File: config.mk
export PLATFORM = sky130hd
export DESIGN_NAME = mfo_mul
export DESIGN_NICKNAME = d
export VERILOG_FILES = /design/src/hw/rtl/mfo_pkg.sv /design/src/hw/rtl/mfo_mul.sv
export SDC_FILE = /design/constraint.sdc
export NUM_CORES = 2
export LEC_CHECK = 0
export BUFFER_PORTS_ARGS = -buffer_cell sky130_fd_sc_hd__clkbuf_2
export CAP_MARGIN = 20
export CORE_AREA = 2 2 325 327
export CTS_BUF_LIST = sky130_fd_sc_hd__clkbuf_16
export CTS_CLUSTER_DIAMETER = 40
export CTS_CLUSTER_SIZE = 28
export DETAILED_ROUTE_END_ITERATION = 6
export DIE_AREA = 0 0 327 329
export GPL_TIMING_DRIVEN = 0
export PLACE_DENSITY = 0.53
export REMOVE_ABC_BUFFERS = 1
export SLEW_MARGIN = 25
export SYNTH_ARGS = -nofsm -noshare
export SYNTH_HDL_FRONTEND = slang
export SYNTH_SLANG_ARGS = --single-unit
File: constraint.sdc
create_clock -name clock -period 9.5 [get_ports clock]
set_clock_uncertainty 0.15 [all_clocks]
set_input_delay 0.95 -clock clock [delete_from_list [all_inputs] [get_ports clock]]
set_output_delay 0.95 -clock clock [all_outputs]
set_load 0.01 [all_outputs]
File: src/hw/rtl/mfo_pkg.sv
// Shared types, angle constants and fixed-point helpers of the oscillator integrator
package mfo_pkg;

   // multiplier operand and product
   typedef logic signed [32:0] mop_type;
   typedef logic signed [65:0] mprod_type;

   // angles in Q32, gain in Q30
   localparam logic [63:0] PI_Q32      = 64'd13493037705;
   localparam logic [63:0] HALF_PI_Q32 = 64'd6746518852;
   localparam logic [63:0] TWO_PI_Q32  = 64'd26986075409;
   localparam logic [63:0] GAIN_Q30    = 64'd652032874;

   localparam int ATAN_DEPTH = 30;

   // arctan(2^-i) in Q30, truncated but for the last three entries, which are rounded up
   localparam logic [29:0] ATAN_Q30 [ATAN_DEPTH] = '{
      30'd843314856, 30'd497837829, 30'd263043836, 30'd133525158, 30'd67021686,
      30'd33543515, 30'd16775850, 30'd8388437, 30'd4194282, 30'd2097149,
      30'd1048575, 30'd524287, 30'd262143, 30'd131071, 30'd65535,
      30'd32767, 30'd16383, 30'd8191, 30'd4095, 30'd2047,
      30'd1023, 30'd511, 30'd255, 30'd127, 30'd63,
      30'd31, 30'd15, 30'd8, 30'd4, 30'd2
   };

   // Q32 -> Q.frac, round half up
   function automatic logic [63:0] q32_frac(input logic [63:0] q, input int frac);
      return ((q >> (31 - frac)) + 64'd1) >> 1;
   endfunction

   // Q30 -> Q.frac, round half up (non-negative inputs)
   function automatic logic [63:0] q30_frac(input logic [63:0] q, input int frac);
      logic [63:0] half;
      half = (frac == 30) ? 64'd0 : (64'd1 << (29 - frac));
      return (q + half) >> (30 - frac);
   endfunction

endpackage

File: src/hw/rtl/mfo_mul.sv
// Shared signed multiplier with registered product
module mfo_mul (
   input  logic                clock,
   input  mfo_pkg::mop_type    op_a,
   input  mfo_pkg::mop_type    op_b,
   output mfo_pkg::mprod_type  prod
);

   mfo_pkg::mprod_type prod_ff;
   mfo_pkg::mprod_type prod_in;

   assign prod_in = op_a * op_b;

   always_ff @(posedge clock) begin
      prod_ff <= prod_in;
   end

   assign prod = prod_ff;

endmodule

# Word level (Yosys, flattened, before mapping)
# Cells that the tools add are included.
word_totals:
  register_bits: 66
  inputBits: 67
  out_inout_bits: 66
  word_cells: 2
op_classes:
  multipliers: 1
ops:
  columns: ["op", "n"]
  rows:
  - ["33-bit by 33-bit multiplier with 66-bit output", 1]

# Depth between registers and ports, before layout
depth:
  ltp_word: 1
  mapped_depth: 29
  mapped_depth_nobuf: 27

# Worst setup path before layout
# OpenSTA, ideal clock, no wires.
synth_path:
  path_kind: "input port to flip-flop"
  start: "input port op_a[32]"
  end: "register prod_ff[65] (netlist: prod[65])"
  setup_ns: 0.072
  arrival_ns: 8.099
  required_time_ns: 9.278
  path_slack_ns: 1.179
  cell_stages: 22
  n_path_buf: 2
  cell_sequence: "clkbuf_1 -> nand2_1 -> inv_1 -> fa_1 -> fa_1 -> fa_1 -> fa_1 -> fa_1 -> fa_1 -> fa_1 -> inv_1 -> fa_1 -> inv_1 -> ha_1 -> clkbuf_1 -> a21o_1 -> a21o_1 -> a221o_1 -> a31oi_2 -> o211ai_1 -> o41ai_2 -> xnor2_1"
synth_via:
  elab_chain_cells: 1
synth_rtl:
  columns: ["element", "line_no", "source"]
  rows:
  - ["from (decl)", "mfo_mul.sv:4", "input mfo_pkg::mop_type op_a,"]
  - ["33-bit by 33-bit multiplier with 66-bit output", "mfo_mul.sv:12", "assign prod_in = op_a * op_b;"]
  - ["net prod_in[65]", "mfo_mul.sv:10", "mfo_pkg::mprod_type prod_in;"]
  - ["to (signal assigned)", "mfo_mul.sv:15", "prod_ff <= prod_in;"]
  - ["to (decl)", "mfo_mul.sv:9", "mfo_pkg::mprod_type prod_ff;"]
# The timed path passes the listed nets, and every way through them passes these cells.

# Final worst setup path
layout_path:
  start: "input port op_a[19]"
  end: "register prod_ff[62] (netlist: prod[62])"
# The elaborated chain is that of the path after synthesis.

==> reports/metrics.cfg <==
[synth]
synthXorXnorAreaFrac_pct=1.63
synth-main-ff-cell=dfxtp_1
synth-compound-area-share_pct=3.60
synth-simple-area-share_pct=15.4
synthDistinctLibCells=61
synth_adder_area_share_pct=63.5
yosysTopAreaCell=fa_1
synth.area.top_cells=fa_1 57%, inv_1 11%, and2_1 8.7%
synth_top_area_share_pct=56.8
synth_edf_count=0
ys_warn_count=0
netlist_instances=4302
yosysSeqAreaShare_pct=3.27
synth-seq-cells=66
syn_area_mm2=0.0404
synth_top_family_by_area=adder cells
avgSynthCellArea_um2=9.38
muxShareOfSynthArea_pct=0
synthArstFlopShare_pct=0

[cells_and_area]
final_common_cell=fa_1
final_area_mm2=0.0424
final-seq-area_mm2=0.00132
area_growth_pct=5.15
fillCellCount=10600
multi_input_area_mm2=0.0340
drive_gt1_share_pct=4.25
largest_reg_flops=66
finalNetCount=5659
utilization_pct=40.7
mostFrequentLayoutCells=1143 x fa_1, 1132 x inv_1, 562 x and2_1, 543 x nand2_1, 217 x ha_1

[routing]
first_iter_violations=1727
wl_um=115000
ant_nets=0
drcViolationCount=0
routedWlPerCell_um=20.5
via_count=28100
viasPerCell=4.99
drt_pass1_iterations=5

[sta]
finalHoldViolCount=0
rsz0062_at_grt=no
fin_crit_sh_pct=97.1
min_period_ns=9.22
setup_viol=0
fin_setup_tns_ns=0
whs_ns=1.07
relSlewSlack_pct=24.9
tightest_slew_ns=1.13
maxClockFrequency_mhz=108
slew_violations=0

[place]
place_hpwl_um=87100
numPortBuffers=132
gp_congestion=0.879
postPlaceCellArea_mm2=0.0420

[clock_network]
cts_sinks=66
htree_levels=3
cts_buffers=9
clk_pin_slew_ns=0.07
root_buffer=clkbuf_16
clk_path_buf_depth=2
cts_tree=built

[setup_path]
end_kind=register
path_class=in -> reg
path_common_cell=fa_1
cpPeakStageDelay_ns=0.67
critPathTopFamily=adder cells
path_depth=26
required_ns=9.62
critPathSlowestCell=nor3_2
critical_path.max_fanout=33
crit_path_end=prod[62]
crit_start=op_a[19]
critPathLaunchType=input pin
critPathArrivalTime_ns=9.35
path_buf_inv=7

[die]
dieHeight_um=329
std_cell_rows=119
die_x_um=327
coreArea_mm2=0.104
die-area_mm2=0.108
io_pins=133
initial_core_util_pct=38.7

[hold_path]
min_path_type=in -> reg
hold_path_depth=2
hp-start=op_b[0]

[global_routing]
grt-ovfl-total=0
grt_use_total_pct=22.7
grt_max_degree=34
antenna_found_initial=10
grt_pass1_wl_um=184000
grt_pass1_vias=31000

[flow_run]
maxCapViolCount=0

[outcome]
status=completed

## cells in the mapped netlist (2+ instances only)
library cell / count
nand3b_1: 2
or2_2: 4
nor4_1: 5
o21a_1: 7
a221o_1: 3
a21o_1: 28
a311o_1: 2
nand4_1: 9
xnor2_1: 55
fa_1: 1145
o221ai_1: 2
a21oi_1: 73
nand3_1: 18
nand2b_1: 9
nand2_1: 543
ha_1: 217
o21ba_2: 3
o41ai_2: 2
and4_1: 7
o21ai_1: 5
a211oi_2: 4
nor2b_1: 3
inv_1: 1133
nor3_1: 7
nor2_1: 47
a211oi_1: 5
o211ai_1: 7
dfxtp_1: 66
a31oi_1: 9
and3_1: 7
o22ai_1: 3
o21ai_0: 37
xor2_1: 20
clkbuf_1: 220
o21bai_1: 8
and2_1: 562
## logic make-up (layout without fill, tap and decap cells)
| family | count (synthesis) | in the layout |
|---|---|---|
| compound gates | 217 | 217 |
| xor+xnor | 75 | 75 |
| fa+ha+maj | 1362 | 1362 |
| buf+inv | 1354 | 1287 |
| flops | 66 | 66 |
| other cells | 0 | 3 |
| simple gates | 1228 | 1228 |
## metal layers
layer	track usage, %	routed length (µm)	up-vias
met5	0.261	13	-
met4	5.28	2860	2
met3	4.13	8600	194
met2	37.9	55800	882
met1	30.9	48100	15000
li1	-	-	12000
## layout make-up
class                      count  area share (%)
inverter                    1133            10.0
tap                         1391            4.10
clock inverter                 7           0.236
antenna                        3          0.0177
clock buffer                   9           0.531
timing repair buffer         138            1.98
sequential                    66            3.11
multi-input combinational   2882            80.0
## repair_timing
item / CTS / global route
cloned: 0 / 0
pin swaps: 0 / 1
endpoints found under the setup margin: 2 / 10
hold buffers: 0 / 0
resized for setup: 1 / 19
setup buffers: 0 / 2
## how the worst min path moves through the flow
stage / endpoint / slack (ns)
floorplan: prod[0] / 0.92
global placement: prod[32] / 1.19
detailed placement: prod[64] / 1.19
CTS: prod[0] / 1.15
global route: prod[0] / 1.07
finish: prod[0] / 1.07
## through the flow
| stage | setup slack, ns | instances |
|---|---|---|
| final | 0.277 | 5629 |
| after detailed placement | -0.440 | 5606 |
| after floorplan | 1.45 | 4081 |
| after global placement | -0.856 | 5604 |
| after global routing | 0.00608 | 5626 |
| after CTS | 0.103 | 5622 |
Power is not shown: default switching activity piles up to over one toggle a cycle in this logic, so the estimate is an artifact.
