`src/hw/rtl/mfo_mod.sv`:
```
// Remainder of a wide unsigned value by a constant modulus, by reciprocal estimate per chunk
module mfo_mod #(
   parameter int DIV_W = 57,
   parameter int REM_W = 27,
   parameter logic [REM_W-1:0] MODULUS = 105414357
) (
   input  logic             clock,
   input  logic             reset,
   input  logic             start,
   input  logic [DIV_W-1:0] dividend,
   output logic             done,
   output logic [REM_W-1:0] remainder
);

   // 16 dividend bits per chunk:
   // first estimate the chunk quotient from the top 32 bits, then subtract and correct once
   localparam int CH    = 16;
   localparam int NCH   = (DIV_W + CH - 1) / CH;
   localparam int PAD_W = NCH * CH;
   localparam int TW    = REM_W + CH;
   localparam int SH_U  = TW - 32;
   localparam int QSH   = 36;
   localparam int RW    = CH + 5;
   localparam int EW    = 32 + RW;
   localparam logic [RW-1:0] RECIP = RW'((64'd1 << (SH_U + QSH)) / 64'(MODULUS));
   localparam int CNT_W = $clog2(NCH + 1);

   logic             busy_ff, busy_in;
   logic             half_ff, half_in;
   logic             done_ff, done_in;
   logic [CNT_W-1:0] cnt_ff, cnt_in;
   logic [PAD_W-1:0] div_ff, div_in;
   logic [REM_W-1:0] rem_ff, rem_in;
   logic [TW-1:0]    t_ff, t_in;
   logic [CH-1:0]    q_ff, q_in;
   logic [TW-1:0]    t_cur;
   logic [EW-1:0]    est;
   logic [TW-1:0]    r_est;
   logic [TW-1:0]    r_sub;

   always_comb begin
      t_cur   = {rem_ff, div_ff[PAD_W-1 -: CH]};
      est     = EW'(t_cur[TW-1:SH_U]) * EW'(RECIP);
      r_est   = t_ff - TW'(q_ff) * TW'(MODULUS);
      r_sub   = r_est - TW'(MODULUS);
      busy_in = busy_ff;
      half_in = half_ff;
      done_in = 1'b0;
      cnt_in  = cnt_ff;
      div_in  = div_ff;
      rem_in  = rem_ff;
      t_in    = t_ff;
      q_in    = q_ff;
      if (start) begin
         busy_in = 1'b1;
         half_in = 1'b0;
         cnt_in  = CNT_W'(NCH);
         div_in  = PAD_W'(dividend);
         rem_in  = '0;
      end else if (busy_ff) begin
         if (!half_ff) begin
            // estimate never exceeds the true quotient, and falls short by at most one
            q_in    = est[QSH +: CH];
            t_in    = t_cur;
            div_in  = div_ff << CH;
            half_in = 1'b1;
         end else begin
            rem_in  = (r_est >= TW'(MODULUS)) ? REM_W'(r_sub) : REM_W'(r_est);
            half_in = 1'b0;
            cnt_in  = cnt_ff - CNT_W'(1);
            if (cnt_ff == CNT_W'(1)) begin
               busy_in = 1'b0;
               done_in = 1'b1;
            end
         end
      end
   end

   always_ff @(posedge clock) begin
      if (reset) begin
         busy_ff <= 1'b0;
         half_ff <= 1'b0;
         done_ff <= 1'b0;
         cnt_ff  <= '0;
      end else begin
         busy_ff <= busy_in;
         half_ff <= half_in;
         done_ff <= done_in;
         cnt_ff  <= cnt_in;
      end
      div_ff <= div_in;
      rem_ff <= rem_in;
      t_ff   <= t_in;
      q_ff   <= q_in;
   end

   assign done      = done_ff;
   assign remainder = rem_ff;

endmodule

```
`config.mk`:
```
export PLATFORM = sky130hd
export DESIGN_NAME = mfo_mod
export DESIGN_NICKNAME = d
export VERILOG_FILES = /design/src/hw/rtl/mfo_mod.sv
export SDC_FILE = /design/constraint.sdc
export NUM_CORES = 1
export LEC_CHECK = 0
export ABC_AREA = 1
export BUFFER_PORTS_ARGS = -buffer_cell sky130_fd_sc_hd__buf_2
export CORE_MARGIN = 10
export CORE_UTILIZATION = 55
export DETAILED_ROUTE_END_ITERATION = 16
export GPL_TIMING_DRIVEN = 0
export PLACE_DENSITY = 0.75
export SYNTH_ARGS = -nofsm -noshare
export SYNTH_HDL_FRONTEND = slang
export SYNTH_SLANG_ARGS = --single-unit
```
`constraint.sdc`:
```
create_clock -name clock -period 6.6 [get_ports clock]
set_clock_uncertainty 0.15 [all_clocks]
set_input_delay 1.32 -clock clock [delete_from_list [all_inputs] [get_ports clock]]
set_output_delay 1.32 -clock clock [all_outputs]
set_load 0.02 [all_outputs]
```
Yosys cells after proc, flatten, opt, wreduce, memory -nomap -nowiden. Cells that the tools add are included. W data, S select, Z words.

Register bits after elaboration: 156. Bits in latches: 0. Memory bits (writable): 0. ROM bits: 0. Input port bits: 60. Output and inout bits: 28. Word-level logic and storage cells: 43. Memories kept: 0.

Add/subtract/negate cells: 3. Multiply operators: 2. Div/mod/pow operators: 0. Magnitude comparators: 1. Equal/unequal tests: 2. Shifts and indexed selects: 0. Mux-type cells: 13. Bitwise operators: 3. Reductions and logical operators: 9.

Operators by type and width (count): $mux W57 (3); $mul A32 B17 Y48 const B (1); $ge A43 B27 Y1 const B (1); $mul A16 B27 Y43 const B (1); $sub A43 B43 Y43 (1); $mux W27 (1); $sub A27 B27 Y27 const B (1); $mux W3 (3); $reduce_and A2 Y1 (4); $mux W1 (6); $reduce_bool A2 Y1 (2); $reduce_or A4 Y1 (1); $eq A3 B1 Y1 const B (1); $not A1 Y1 (3); $reduce_and A3 Y1 (1); $sub A3 B1 Y3 const B (1); $ne A2 B2 Y1 const B (1); $reduce_or A2 Y1 (1).

Longest topological paths before layout.
Word-level depth: 5. Mapped depth: 38.

Least setup slack after synthesis. OpenSTA, ideal clock, no wires.

Path kind: flip-flop to flip-flop. From: register q_ff[11]. To: register rem_ff[3] (netlist: remainder[3]). Library setup time: 0.109 ns. Data arrival time: 6.001 ns. Required time: 6.341 ns. Setup slack: 0.340 ns. Cell stages (with the launch flop): 29. Path buffers: 1. Period minus slack after synthesis: 6.260 ns. Cell sequence: edfxtp_1 fa_1 inv_1 fa_1 fa_1 fa_1 fa_1 inv_1 fa_1 inv_1 ha_1 a21oi_1 a21boi_1 o21ai_0 a21oi_1 nand3_1 nand2_4 nand2_2 inv_2 nand2_1 nand2_1 nand3_2 nor2_4 nand2_4 buf_6 a21oi_1 nand2_1 nand2_1 inv_1.

Word-level cells in the longest chain between the ends: 4.

RTL lines: start: declaration (line 35) `logic [CH-1:0] q_ff, q_in;`; start signal: assignment (line 94) `q_ff <= q_in;`; $mul A16 B27 Y43 (line 44) `r_est = t_ff - TW'(q_ff) * TW'(MODULUS);`; $sub A43 B43 Y43 (line 44); $ge A43 B27 Y1 (line 68) `rem_in = (r_est >= TW'(MODULUS)) ? REM_W'(r_sub) : REM_W'(r_est);`; $mux W27 (line 68); end signal: assignment (line 92) `rem_ff <= rem_in;`; end: declaration (line 33) `logic [REM_W-1:0] rem_ff, rem_in;`.

No other way between the ends. A chain may end at the register's enable or synchronous reset.

Worst setup path after layout.
From: register q_ff[2]. To: register rem_ff[3] (netlist: remainder[3]).

Word-level cells in the longest chain between the ends: 4.

RTL lines (line): $mul A16 B27 Y43 (*) (44); $sub A43 B43 Y43 (*) (44); $ge A43 B27 Y1 or $sub A27 B27 Y27 (tied branches) (68, 45); $mux W27 (*) (68).

Every way passes the cells marked *; elsewhere a longest branch is shown, timed or not.

==> impl_metrics.yaml <==
run_status:
  status: "finished, violations left"
  violations: "negative setup slack"
sta:
  tightestPinTransition_ns: 0.8496
  setup_tns_ns: -2.458
  timing.fmax_mhz: 147.9
  rsz0062_at_grt: "true"
  layout_setup_ws_ns: -0.1600
  fin_crit_ns: 6.760
  setup-violations-final: 27
  slew_violations: 0
  hold_viol_final: 0
  fin_crit_sh_pct: 102.4
  slew_headroom_pct: 43.15
floorplanning:
  io_pins: 88
  start_util_pct: 55.60
  die_y_um: 239.5
  fp.dieW_um: 239.5
  dieArea_mm2: 0.05734
  core_mm2: 0.04765
  num_rows: 80
run:
  maxCapViolCount: 0
yosys:
  synth_xor_area_share_pct: 2.031
  synth-compound-area-share_pct: 5.271
  yosysTopAreaCell: "fa_1"
  synth_top_family_by_area: "adder cells"
  ys.warnings.count: 0
  ys_ff_latch: 156
  synth-seq-area-share_pct: 16.17
  synthCells: 3071
  synth_fa_ha_area_share_pct: 48.70
  synth_flop_cell: "edfxtp_1"
  netlist.area_leader.share_pct: 30.61
  async_flop_share_pct: 0
  postSynthAreaPerCell_um2: 8.626
  muxShareOfSynthArea_pct: 0
  synth.distinct_cells: 56
  synth_simple_gate_area_share_pct: 16.00
  synth_nets: 3919
  yosys-top-cells-area: "fa_1 31%, ha_1 18%, edfxtp_1 13%"
  synth-edff-count: 116
  syn_area_mm2: 0.02649
final_layout:
  final_cell_area_mm2: 0.03072
  syn_to_final_growth_pct: 15.97
  fillCellCount: 3828
  fin_util_pct: 64.47
  drive_gt1_share_pct: 17.44
  fin_nets: 4127
placed_design:
  dpl_worst_slack_ns: -1.051
  placed_cell_area_mm2: 0.02774
  gp_congestion: 0.9894
  io_buffers: 86
  dp_hpwl_mm: 58.38
cts:
  clk_pin_slew_worst_paths_ns: 0.07
  cts_root_buf: "clkbuf_16"
  cts_sinks: 156
  cts-buffers-inserted: 17
  htree_num_levels: 4
  hold_buffers: 0
  insertion_delay_ns: 0.44
  clk_path_buf_depth: 2
  cts_tree: "yes"
detailed_routing:
  drt_wl_total_mm: 73.70
  drt_first_pass_iters: 7
  drcViolationCount: 0
  via_per_inst: 5.381
  wl_per_cell_um: 18.85
  drt_iter0_drc: 1419
  ant_nets: 0
  vias: 21040
worst_setup_path:
  crit_path_top_delay_cell: "fa_2"
  crit_top_cell: "nand2_2"
  worst_ep_arrival_time_ns: 6.95
  cp_max_fo: 10
  worst_path_largest_cell_delay_ns: 0.66
  rr_startpoint: "q_ff[2]$_DFFE_PP_"
  critPathLaunchType: "flop"
  cp-startpoint: "q_ff[2]$_DFFE_PP_"
  crit_required_ns: 6.79
  end_kind: "flop"
  critical_path_class: "reg -> reg"
min_path:
  hp-class: "reg -> reg"
  hold_start: "div_ff[49]$_DFFE_PP_"
global_routing:
  grt_max_degree: 53
  grt.total_usage_pct: 26.05
  antenna_found_initial: 1
  grt-ovfl-total: 0
  grt_pass1_wl_mm: 115.9
  grt_pass1_vias: 21850
[per-layer routing]
metal	GRT usage (%)	vias up	share of wire (%)
li1	-	9854	-
met1	33.24	10220	41
met2	44.13	752	49
met3	2.563	212	5.8
met4	11.85	0	4.9
met5	0	-	0
[state kept, by name, summed over array words and instances (netlist names)]
signal	cells
remainder	27
t_ff	43
q_ff	16
done	1
div_ff	64
half_ff	1
cnt_ff	3
busy_ff	1
[cell usage in the layout (no fill, tap or decap), types with 14 or more instances in the layout]
master       n
dfxtp_2     18
fa_1       395
nand3_2     35
ha_4        28
buf_6       14
nand3_1     86
nand2_4     35
nor2_4      23
buf_2       87
nand4_1     17
nor2_1     164
o21ai_0     46
a21oi_1     90
nor3_1      14
inv_1      749
buf_4       89
xor2_1      34
dfxtp_1     22
nor2_2      18
nand2_1    514
a21oi_2     16
nand2_2     63
edfxtp_1   116
clkbuf_16   18
ha_1       351
inv_2       40
[cell families after synthesis]
family | Yosys count
simple gates | 1004
buf+inv | 825
fa+ha+maj | 788
compound gates | 240
flops | 156
xor+xnor | 58
[what timing repair did]
action | CTS | global route
buffers inserted | 68 | 32
resized for setup | 179 | 220
pin swaps | 73 | 102
gates cloned | 0 | 1
setup endpoints to repair | 31 | 30
[per-stage QoR]
step | hold WS [ns] | std cells
after floorplan | 0.2503 | 3071
after global placement | 0.2515 | 3772
after detailed placement | 0.2565 | 3774
after CTS | 0.2679 | 3874
after global routing | 0.2716 | 3908
final | 0.2687 | 3909
[layout make-up]
type	count	area, um^2	share of cell area (%)
diodes	2	5.005	0.01629
well taps	615	769.5	2.505
clock buffers	17	425.4	1.385
multi-input cells	2090	20540	66.88
clock inverters	15	166.4	0.5417
plain buffers	26	143.9	0.4684
repair buffers	189	1333	4.338
flip-flops and latches	156	4307	14.02
inverters	799	3025	9.848
[critical path: cells and delay by family (launching register included)]
kind	cells	cell delay, ns
simple gates	14	1.57
fa+ha+maj	7	3.50
compound gates	1	0.12
buf+inv	7	0.75
flops	1	0.35
xor+xnor	1	0.21
[cells in the mapped netlist (4+ instances only)]
cell	number
a21o_1	8
o21ai_1	4
o21ai_0	54
nand3_1	118
fa_1	405
nand4_1	17
o21a_1	8
ha_1	383
inv_1	786
o21bai_1	16
nor2_1	198
a31oi_1	9
nor3_1	18
a21oi_1	112
dfxtp_1	40
nor2_4	4
xnor2_1	17
nor4_1	8
xor2_2	4
nand3_2	8
xor2_1	37
o211ai_1	5
buf_1	6
a22o_1	7
clkbuf_1	12
nand2_2	22
inv_2	10
edfxtp_1	116
nand2_1	588
nand3b_1	10
[path summary, 6_finish.rpt]
kind                                     to  slack (ns)  depth (start not counted)
setup / recovery  remainder[3]$_SDFFE_PP0P_       -0.16                         30
setup reg to reg  remainder[3]$_SDFFE_PP0P_       -0.16                         30
hold reg to reg           t_ff[1]$_DFFE_PP_        0.27                          0
hold / removal            t_ff[1]$_DFFE_PP_        0.27                          0
Power is not shown: default switching activity piles up to over one toggle a cycle in this logic, so the estimate is an artifact.
