**src/hw/rtl/mfo_pkg.sv**
```systemverilog
// Shared types, angle constants and fixed-point helpers of the oscillator integrator
package mfo_pkg;

   // multiplier operand and product
   typedef logic signed [32:0] mop_type;
   typedef logic signed [65:0] mprod_type;

   // angles in Q32, gain in Q30
   localparam logic [63:0] PI_Q32      = 64'd13493037705;
   localparam logic [63:0] HALF_PI_Q32 = 64'd6746518852;
   localparam logic [63:0] TWO_PI_Q32  = 64'd26986075409;
   localparam logic [63:0] GAIN_Q30    = 64'd652032874;

   localparam int ATAN_DEPTH = 30;

   // arctan(2^-i) in Q30, truncated but for the last three entries, which are rounded up
   localparam logic [29:0] ATAN_Q30 [ATAN_DEPTH] = '{
      30'd843314856, 30'd497837829, 30'd263043836, 30'd133525158, 30'd67021686,
      30'd33543515, 30'd16775850, 30'd8388437, 30'd4194282, 30'd2097149,
      30'd1048575, 30'd524287, 30'd262143, 30'd131071, 30'd65535,
      30'd32767, 30'd16383, 30'd8191, 30'd4095, 30'd2047,
      30'd1023, 30'd511, 30'd255, 30'd127, 30'd63,
      30'd31, 30'd15, 30'd8, 30'd4, 30'd2
   };

   // Q32 -> Q.frac, round half up
   function automatic logic [63:0] q32_frac(input logic [63:0] q, input int frac);
      return ((q >> (31 - frac)) + 64'd1) >> 1;
   endfunction

   // Q30 -> Q.frac, round half up (non-negative inputs)
   function automatic logic [63:0] q30_frac(input logic [63:0] q, input int frac);
      logic [63:0] half;
      half = (frac == 30) ? 64'd0 : (64'd1 << (29 - frac));
      return (q + half) >> (30 - frac);
   endfunction

endpackage

```
**src/hw/rtl/mfo_cordic.sv**
```systemverilog
// Iterative rotation CORDIC: angle in [0, 2pi) to sine and cosine
module mfo_cordic #(
   parameter int FRAC_BITS = 24,
   parameter int ITERS     = 24
) (
   input  logic                        clock,
   input  logic                        reset,
   input  logic                        start,
   input  logic [FRAC_BITS+2:0]        angle,
   output logic                        done,
   output logic signed [FRAC_BITS+3:0] sin_out,
   output logic signed [FRAC_BITS+3:0] cos_out
);

   localparam int CW = FRAC_BITS + 4;
   localparam int SH = 30 - FRAC_BITS;
   localparam logic [63:0] HALF = (SH == 0) ? 64'd0 : (64'd1 << (SH - 1));
   localparam logic signed [CW-1:0] PI_V =
      CW'(mfo_pkg::q32_frac(mfo_pkg::PI_Q32, FRAC_BITS));
   localparam logic signed [CW-1:0] HP_V =
      CW'(mfo_pkg::q32_frac(mfo_pkg::HALF_PI_Q32, FRAC_BITS));
   localparam logic signed [CW-1:0] TP_V =
      CW'(mfo_pkg::q32_frac(mfo_pkg::TWO_PI_Q32, FRAC_BITS));
   localparam logic signed [CW-1:0] GAIN_V =
      CW'(mfo_pkg::q30_frac(mfo_pkg::GAIN_Q30, FRAC_BITS));

   logic                 busy_ff, busy_in;
   logic                 done_ff, done_in;
   logic                 neg_ff, neg_in;
   logic [4:0]           idx_ff, idx_in;
   logic signed [CW-1:0] x_ff, x_in, y_ff, y_in, z_ff, z_in;
   logic signed [CW-1:0] a0, a1, xs, ys, at;

   always_comb begin
      a0      = $signed({1'b0, angle});
      a1      = (a0 > PI_V) ? a0 - TP_V : a0;
      xs      = x_ff >>> idx_ff;
      ys      = y_ff >>> idx_ff;
      at      = CW'((64'(mfo_pkg::ATAN_Q30[idx_ff]) + HALF) >> SH);
      busy_in = busy_ff;
      done_in = 1'b0;
      neg_in  = neg_ff;
      idx_in  = idx_ff;
      x_in    = x_ff;
      y_in    = y_ff;
      z_in    = z_ff;
      if (start) begin
         // fold into [-pi/2, pi/2], flip signs of the result
         busy_in = 1'b1;
         idx_in  = '0;
         x_in    = GAIN_V;
         y_in    = '0;
         if (a1 > HP_V) begin
            z_in   = a1 - PI_V;
            neg_in = 1'b1;
         end else if (a1 < -HP_V) begin
            z_in   = a1 + PI_V;
            neg_in = 1'b1;
         end else begin
            z_in   = a1;
            neg_in = 1'b0;
         end
      end else if (busy_ff) begin
         if (z_ff >= 0) begin
            x_in = x_ff - ys;
            y_in = y_ff + xs;
            z_in = z_ff - at;
         end else begin
            x_in = x_ff + ys;
            y_in = y_ff - xs;
            z_in = z_ff + at;
         end
         idx_in = idx_ff + 5'd1;
         if (idx_ff == 5'(ITERS - 1)) begin
            busy_in = 1'b0;
            done_in = 1'b1;
         end
      end
   end

   always_ff @(posedge clock) begin
      if (reset) begin
         busy_ff <= 1'b0;
         done_ff <= 1'b0;
         idx_ff  <= '0;
      end else begin
         busy_ff <= busy_in;
         done_ff <= done_in;
         idx_ff  <= idx_in;
      end
      neg_ff <= neg_in;
      x_ff   <= x_in;
      y_ff   <= y_in;
      z_ff   <= z_in;
   end

   assign done    = done_ff;
   assign sin_out = neg_ff ? -y_ff : y_ff;
   assign cos_out = neg_ff ? -x_ff : x_ff;

endmodule

```
**config.mk**
```make
export PLATFORM = sky130hd
export DESIGN_NAME = mfo_cordic
export DESIGN_NICKNAME = d
export VERILOG_FILES = /design/src/hw/rtl/mfo_pkg.sv /design/src/hw/rtl/mfo_cordic.sv
export SDC_FILE = /design/constraint.sdc
export NUM_CORES = 1
export LEC_CHECK = 0
export BUFFER_PORTS_ARGS = -buffer_cell sky130_fd_sc_hd__buf_2
export CORE_ASPECT_RATIO = 0.7
export CORE_MARGIN = 4
export CORE_UTILIZATION = 67
export DETAILED_ROUTE_END_ITERATION = 6
export PLACE_DENSITY = 0.95
export SLEW_MARGIN = 5
export SYNTH_ARGS = -nofsm -noshare
export SYNTH_HDL_FRONTEND = slang
export SYNTH_SLANG_ARGS = --single-unit
```
**constraint.sdc**
```tcl
create_clock -name clock -period 18.2 [get_ports clock]
set_clock_uncertainty 0.05 [all_clocks]
set_input_delay 1.82 -clock clock [delete_from_list [all_inputs] [get_ports clock]]
set_output_delay 1.82 -clock clock [all_outputs]
set_load 0.02 [all_outputs]
```
== After elaboration in Yosys (flattened, before gate mapping) ==
Memories as Yosys holds them, arrays and structs flattened.
Index checks and enable logic that the tools add are counted.

* Register bits: 92
* ROM bits: 960
* Bits of input ports: 30
* Output and inout bits: 57
* Memories: 1

{| class="wikitable"
|+ Memory list
! memory !! depth !! bits a word !! rd ports !! clocked after memory_dff !! write ports !! RTL line !! text
|-
| (name not given) || 32 || 30 || 1 || 0 || 0 || mfo_cordic.sv:39 || <nowiki>at = CW'((64'(mfo_pkg::ATAN_Q30[idx_ff]) + HALF) >> SH);</nowiki>
|}

* Add/sub/neg operators: 13
* Order comparisons: 5
* Eq/ne operators: 1
* Shifts and indexed selects: 2
* Muxes and demuxes: 17
* Bitwise gates (word level): 2
* Reduce and logical (&&, ||, !) cells: 3

{| class="wikitable"
|+ Operator list
! kind !! count
|-
| 28-bit 2-to-1 mux || 10
|-
| 30-bit 2-to-1 mux || 2
|-
| 28-bit adder || 2
|-
| 28-bit negator || 2
|-
| 28-bit by 5-bit >>> shifter with 28-bit output || 2
|-
| 28-bit subtractor || 2
|-
| 30-bit by 6-bit adder with 31-bit output (second input constant) || 1
|-
| 28-bit by 26-bit adder with 28-bit output || 1
|-
| 28-bit by 27-bit adder with 28-bit output (second input constant) || 1
|-
| 28-bit by 1-bit greater-or-equal comparator with 1-bit output (second input constant) || 1
|-
| 28-bit by 26-bit greater-than comparator with 1-bit output (second input constant) || 1
|-
| 28-bit by 26-bit less-than comparator with 1-bit output (second input constant) || 1
|-
| 27-bit by 27-bit subtractor with 28-bit output (second input constant) || 1
|-
| 28-bit by 26-bit subtractor with 28-bit output || 1
|-
| 28-bit by 27-bit subtractor with 28-bit output (second input constant) || 1
|-
| 27-bit by 26-bit greater-than comparator with 1-bit output (second input constant) || 1
|-
| 6-bit greater-or-equal comparator (second input constant) || 1
|-
| 5-bit NOT with 6-bit output || 1
|-
| 5-bit by 1-bit adder with 5-bit output (second input constant) || 1
|-
| 5-bit equality test (second input constant) || 1
|-
| 1-bit 2-to-1 mux || 5
|-
| 3-bit OR reduction || 1
|-
| 2-bit nonzero test || 1
|-
| 2-bit OR reduction || 1
|-
| 1-bit NOT || 1
|}

== Depth between registers and ports, before layout ==
* Depth after elaboration: 9
* Mapped depth: 30
* Depth with buffers taken out: 26

== Worst setup path after synthesis ==
No wires, ideal clock.

* Kind: reg2reg
* From: reg idx_ff[2]
* To: reg z_ff[27] (data pin)
* Library setup time: 0.270 ns
* Arrival time: 6.224 ns
* Required time: 17.880 ns
* Setup slack: 11.656 ns
* Cell stages (with the launch flop): 31
* Path buffers: 6
* Path through: dfxtp_1 inv_2 buf_2 buf_2 clkbuf_1 buf_1 ha_1 inv_1 o21ai_0 o311a_1 and2_1 clkbuf_1 nand4_1 nor2_1 o21ba_2 nand4bb_1 or2_2 or3_1 and2_1 clkbuf_1 xor2_1 ha_1 a21o_1 a21oi_1 nand3b_1 nor3_1 nor2_1 a211o_1 xnor2_1 mux2i_1 o31ai_1

* Word-level cells in the longest chain between the ends: 9
* Elaborated cells between the ends (all ways): 10
* Those cells by class: add/sub: 3; mux: 5; bitwise: 1; memory: 1

{| class="wikitable"
|+ Ends and longest elaborated chain
! element !! RTL line !! text
|-
| start, declared || mfo_cordic.sv:30 || <nowiki>logic [4:0] idx_ff, idx_in;</nowiki>
|-
| start signal, assigned || mfo_cordic.sv:89 || <nowiki>idx_ff <= idx_in;</nowiki>
|-
| 5-bit NOT with 6-bit output (not written as such) * || mfo_cordic.sv:39 ||
|-
| memory read 32 x 30 bit * || -- ||
|-
| 30-bit 2-to-1 mux (not written as such) * (2 in a row) || mfo_cordic.sv:39 ||
|-
| 30-bit by 6-bit adder with 31-bit output * || mfo_cordic.sv:39 ||
|-
| 28-bit by 26-bit adder with 28-bit output / 28-bit by 26-bit subtractor with 28-bit output (equally long branches) || mfo_cordic.sv:71, mfo_cordic.sv:67 ||
|-
| 28-bit 2-to-1 mux * || mfo_cordic.sv:64 || <nowiki>if (z_ff >= 0) begin</nowiki>
|-
| 28-bit 2-to-1 mux * || mfo_cordic.sv:63 || <nowiki>end else if (busy_ff) begin</nowiki>
|-
| 28-bit 2-to-1 mux * || mfo_cordic.sv:47 || <nowiki>if (start) begin</nowiki>
|-
| via z_in[27] || mfo_cordic.sv:31 || <nowiki>logic signed [CW-1:0] x_ff, x_in, y_ff, y_in, z_ff, z_in;</nowiki>
|-
| end signal, assigned || mfo_cordic.sv:94 || <nowiki>z_ff <= z_in;</nowiki>
|-
| end, declared || mfo_cordic.sv:31 ||
|}

The timed path passes the listed nets; every way through them passes the cells marked *. The select of a mux whose other input is x is not followed.
A chain may end at the register's enable or synchronous reset.

== Final worst setup path ==
* From: in angle[15]
* To: reg z_ff[15] (data pin)

* Word-level cells in the longest chain between the ends: 6
* Elaborated cells between the ends (all ways): 10
* Those cells by class: add/sub: 3; order compare: 3; mux: 4

{| class="wikitable"
|+ Ends and longest elaborated chain
! element !! RTL line !! text
|-
| start, declared || mfo_cordic.sv:9 || <nowiki>input logic [FRAC_BITS+2:0] angle,</nowiki>
|-
| 27-bit by 27-bit subtractor with 28-bit output / 27-bit by 26-bit greater-than comparator with 1-bit output (equally long branches) || mfo_cordic.sv:36 || <nowiki>a1 = (a0 > PI_V) ? a0 - TP_V : a0;</nowiki>
|-
| 28-bit 2-to-1 mux * || mfo_cordic.sv:36 ||
|-
| 28-bit by 27-bit adder with 28-bit output / 28-bit by 26-bit less-than comparator with 1-bit output (equally long branches) || mfo_cordic.sv:57, mfo_cordic.sv:56 ||
|-
| 28-bit 2-to-1 mux || mfo_cordic.sv:56 || <nowiki>end else if (a1 < -HP_V) begin</nowiki>
|-
| 28-bit 2-to-1 mux * || mfo_cordic.sv:53 || <nowiki>if (a1 > HP_V) begin</nowiki>
|-
| 28-bit 2-to-1 mux * || mfo_cordic.sv:47 ||
|-
| via z_in[15] || mfo_cordic.sv:31 ||
|}

The timed path passes the listed nets; every way through them passes the cells marked *.

==> summary.txt <==
outcome: finished clean
commonest non-fill, non-tap cell in the layout: nand2_1
Clock Pin Slew Worst Setup and Hold Paths: 0.07 ns
row count: 48
FFs w/ async S/R, synth: 0%
max cap viols: 0
class of the tightest hold or removal check: register to register
Congestion Overflow GR: 0
CP endpoint kind: register
routed vias/inst: 7.21
Core Util, Final: 70.9%
distinct cell type count after synthesis: 105
final setup margin: 9.63 ns
Worst R2R Path Depth: 24
Cell Area, Placed: 0.0172 mm2
final net count: 2306
total power: 3.16 mW
placed cell count: 2485
worst setup path startpoint: angle[15]
Final Hold Slack: 0.474 ns
fin crit share: 47.1%
Clock Sinks: 92
layout cells sized above 1: 11.4%
wirelength, routed: 54900 um
Initial Util: 68.4%
vias in the first global route: 16110
Final Non-Filler Cells: 2501
DRC: 0
CTS root buf: clkbuf_16
Ys Warns: 0
category of the most critical setup path: input pin to register
DR WL/cell: 21.9 um
fillers: 2006
most frequent cells in the layout: 214 x nand2_1, 209 x nor2_1, 169 x xnor2_1
Hold Vio Cnt, Final: 0
I/O Buffers: 86
#FFs+latches synth: 92
r2r setup slk: 10.32 ns
Seq/Total Area, Yosys: 12.6%
Layout area overhead: 3.63%
Worst R2R End: z_ff[27]
WP data arrival: 8.62 ns
Post-Syn Nets: 2345
Fin Setup TNS: 0 ns
synthesized instance count: 2210
Pwr per Cell Area: 180 mW/mm2
crit-path max FO: 19
cts repair resizes: 0
number of synthesized flops with an enable pin: 29
leak pwr: 6.90 nW
worst r2r src: idx_ff[0]
Max Root-Sink Buffers: 2
Die X: 198 um
Worst-Skew Late Latency: 0.39 ns
antenna cell count: 0
GPL Wtd Cong: 1.01
Setup Slack @ Placement: 9.73 ns
DR WL met3: 9310 um
hold_buf cts: 0
die area: 0.0279 mm2
TritonCTS clock tree: done
uppermost layer routed: met4
DRT met1 WL: 23100 um
Iteration-0 DRC Markers: 2873
total number of vias: 18023
cts bufs inserted: 9
First-pass DRT Iterations: 6
setup bufs post-CTS: 0
CP endpoint: z_ff[15]
total core area: 0.0247 mm2
hpwl dp: 41200 um
DR WL met2: 21600 um
Rel. slew slack: 9.87%
Tmin final: 8.57 ns
finished layout cell area: 0.0175 mm2
Detail Route Antenna Nets: 0
Worst VDD drop: 0.144 mV
Die Ht: 141 um
initial antenna violation count: 0
RSZ-0062 raised after global routing: false
gr usage total: 38.1%
largest net degree at the start of global routing: 69
H-tree Lvls: 3
I/O Pins: 87
Final setup violation count: 0
dominant synthesized flop cell: dfxtp_1
Pins Over Slew Limit: 0
Worst EP required: 18.25 ns
CP Launch Type: input pin
Cell Area, Synth: 0.0169 mm2
f_max: 117 MHz
first-pass GRT wire length: 87400 um
post-synthesis average cell area: 7.66 um2
pin slew with the least headroom to its limit: 1.32 ns
per-layer routing:
metal / GRT usage, % / vias to the layer above
li1: - / 8140
met1: 58.9 / 8392
met2: 51.9 / 1383
met3: 12.4 / 108
met4: 6.81 / 0
met5: 0 / -
flip-flops by register name, indices dropped and copies added (netlist names):
register  count
busy_ff       1
done          1
idx_ff        5
neg_ff        1
x_ff         28
y_ff         28
z_ff         28
kinds of logic (layout without fill, tap and decap cells):
kind of cell | Yosys count | in the layout | share of synthesized area (%)
AO/OA/AOI/OAI | 672 | 672 | 26.7
XOR/XNOR | 251 | 251 | 13.0
adder cells (fa/ha/maj) | 105 | 105 | 7.89
buffers and inverters | 228 | 194 | 5.73
flip-flops | 92 | 92 | 12.6
multiplexers | 140 | 140 | 13.3
AND/OR/NAND/NOR | 722 | 722 | 20.8
cell usage after synthesis, types with 34 or more instances:
cell	instances	share of area, %
clkbuf_1	104	2.3
nand3_1	35	1.0
nor2_1	209	4.6
a21o_1	37	1.6
nor3_1	48	1.4
a21oi_1	126	3.7
o21ai_0	149	4.4
mux4_2	64	8.5
a31oi_1	34	1.3
xor2_1	82	4.2
xnor2_1	169	8.7
mux2i_1	62	3.7
inv_1	65	1.4
ha_1	102	7.5
dfxtp_1	63	7.4
nand2_1	214	4.7
o31ai_1	44	2.0
layout make-up:
type | count | area (um2) | area share, %
Clock buffer | 9 | 225 | 1.28
Clock inverter | 7 | 82.6 | 0.471
Inverter | 69 | 259 | 1.48
Multi-Input combinational cell | 1890 | 13800 | 78.8
Sequential cell | 92 | 2140 | 12.2
Tap cell | 325 | 407 | 2.32
Timing Repair Buffer | 109 | 603 | 3.44
worst min-delay path by stage:
stage               slack [ns]  depth (start not counted)    start  endpoint
floorplan                 0.43                          2  x_ff[0]   x_ff[0]
global placement          0.44                          2  x_ff[0]   x_ff[0]
detailed placement        0.46                          2  x_ff[0]   x_ff[0]
CTS                       0.47                          2  x_ff[0]   x_ff[0]
global route              0.50                          2  x_ff[0]   x_ff[0]
finish                    0.47                          2  x_ff[0]   x_ff[0]
worst max-delay path, stage by stage:
cell       delay (ns)
buf_2            0.18
or4_4            0.55
nor4_4           0.48
nand4_1          0.67
nand2_2          0.64
xnor2_1          0.20
inv_1            0.13
ha_1             0.22
a211oi_1         0.26
o21ai_1          0.14
a2111oi_0        1.17
o221ai_1         0.39
nor4b_4          0.23
buf_4            0.22
nor2_1           0.87
a311o_1          0.31
o221ai_1         0.12
power by group:
part | internal, mW | switching [mW] | total (mW)
logic | 1.05 | 1.45 | 2.50
clock network | 0.109 | 0.0981 | 0.207
registers | 0.304 | 0.150 | 0.454
Power figures use the tool's default switching activity.
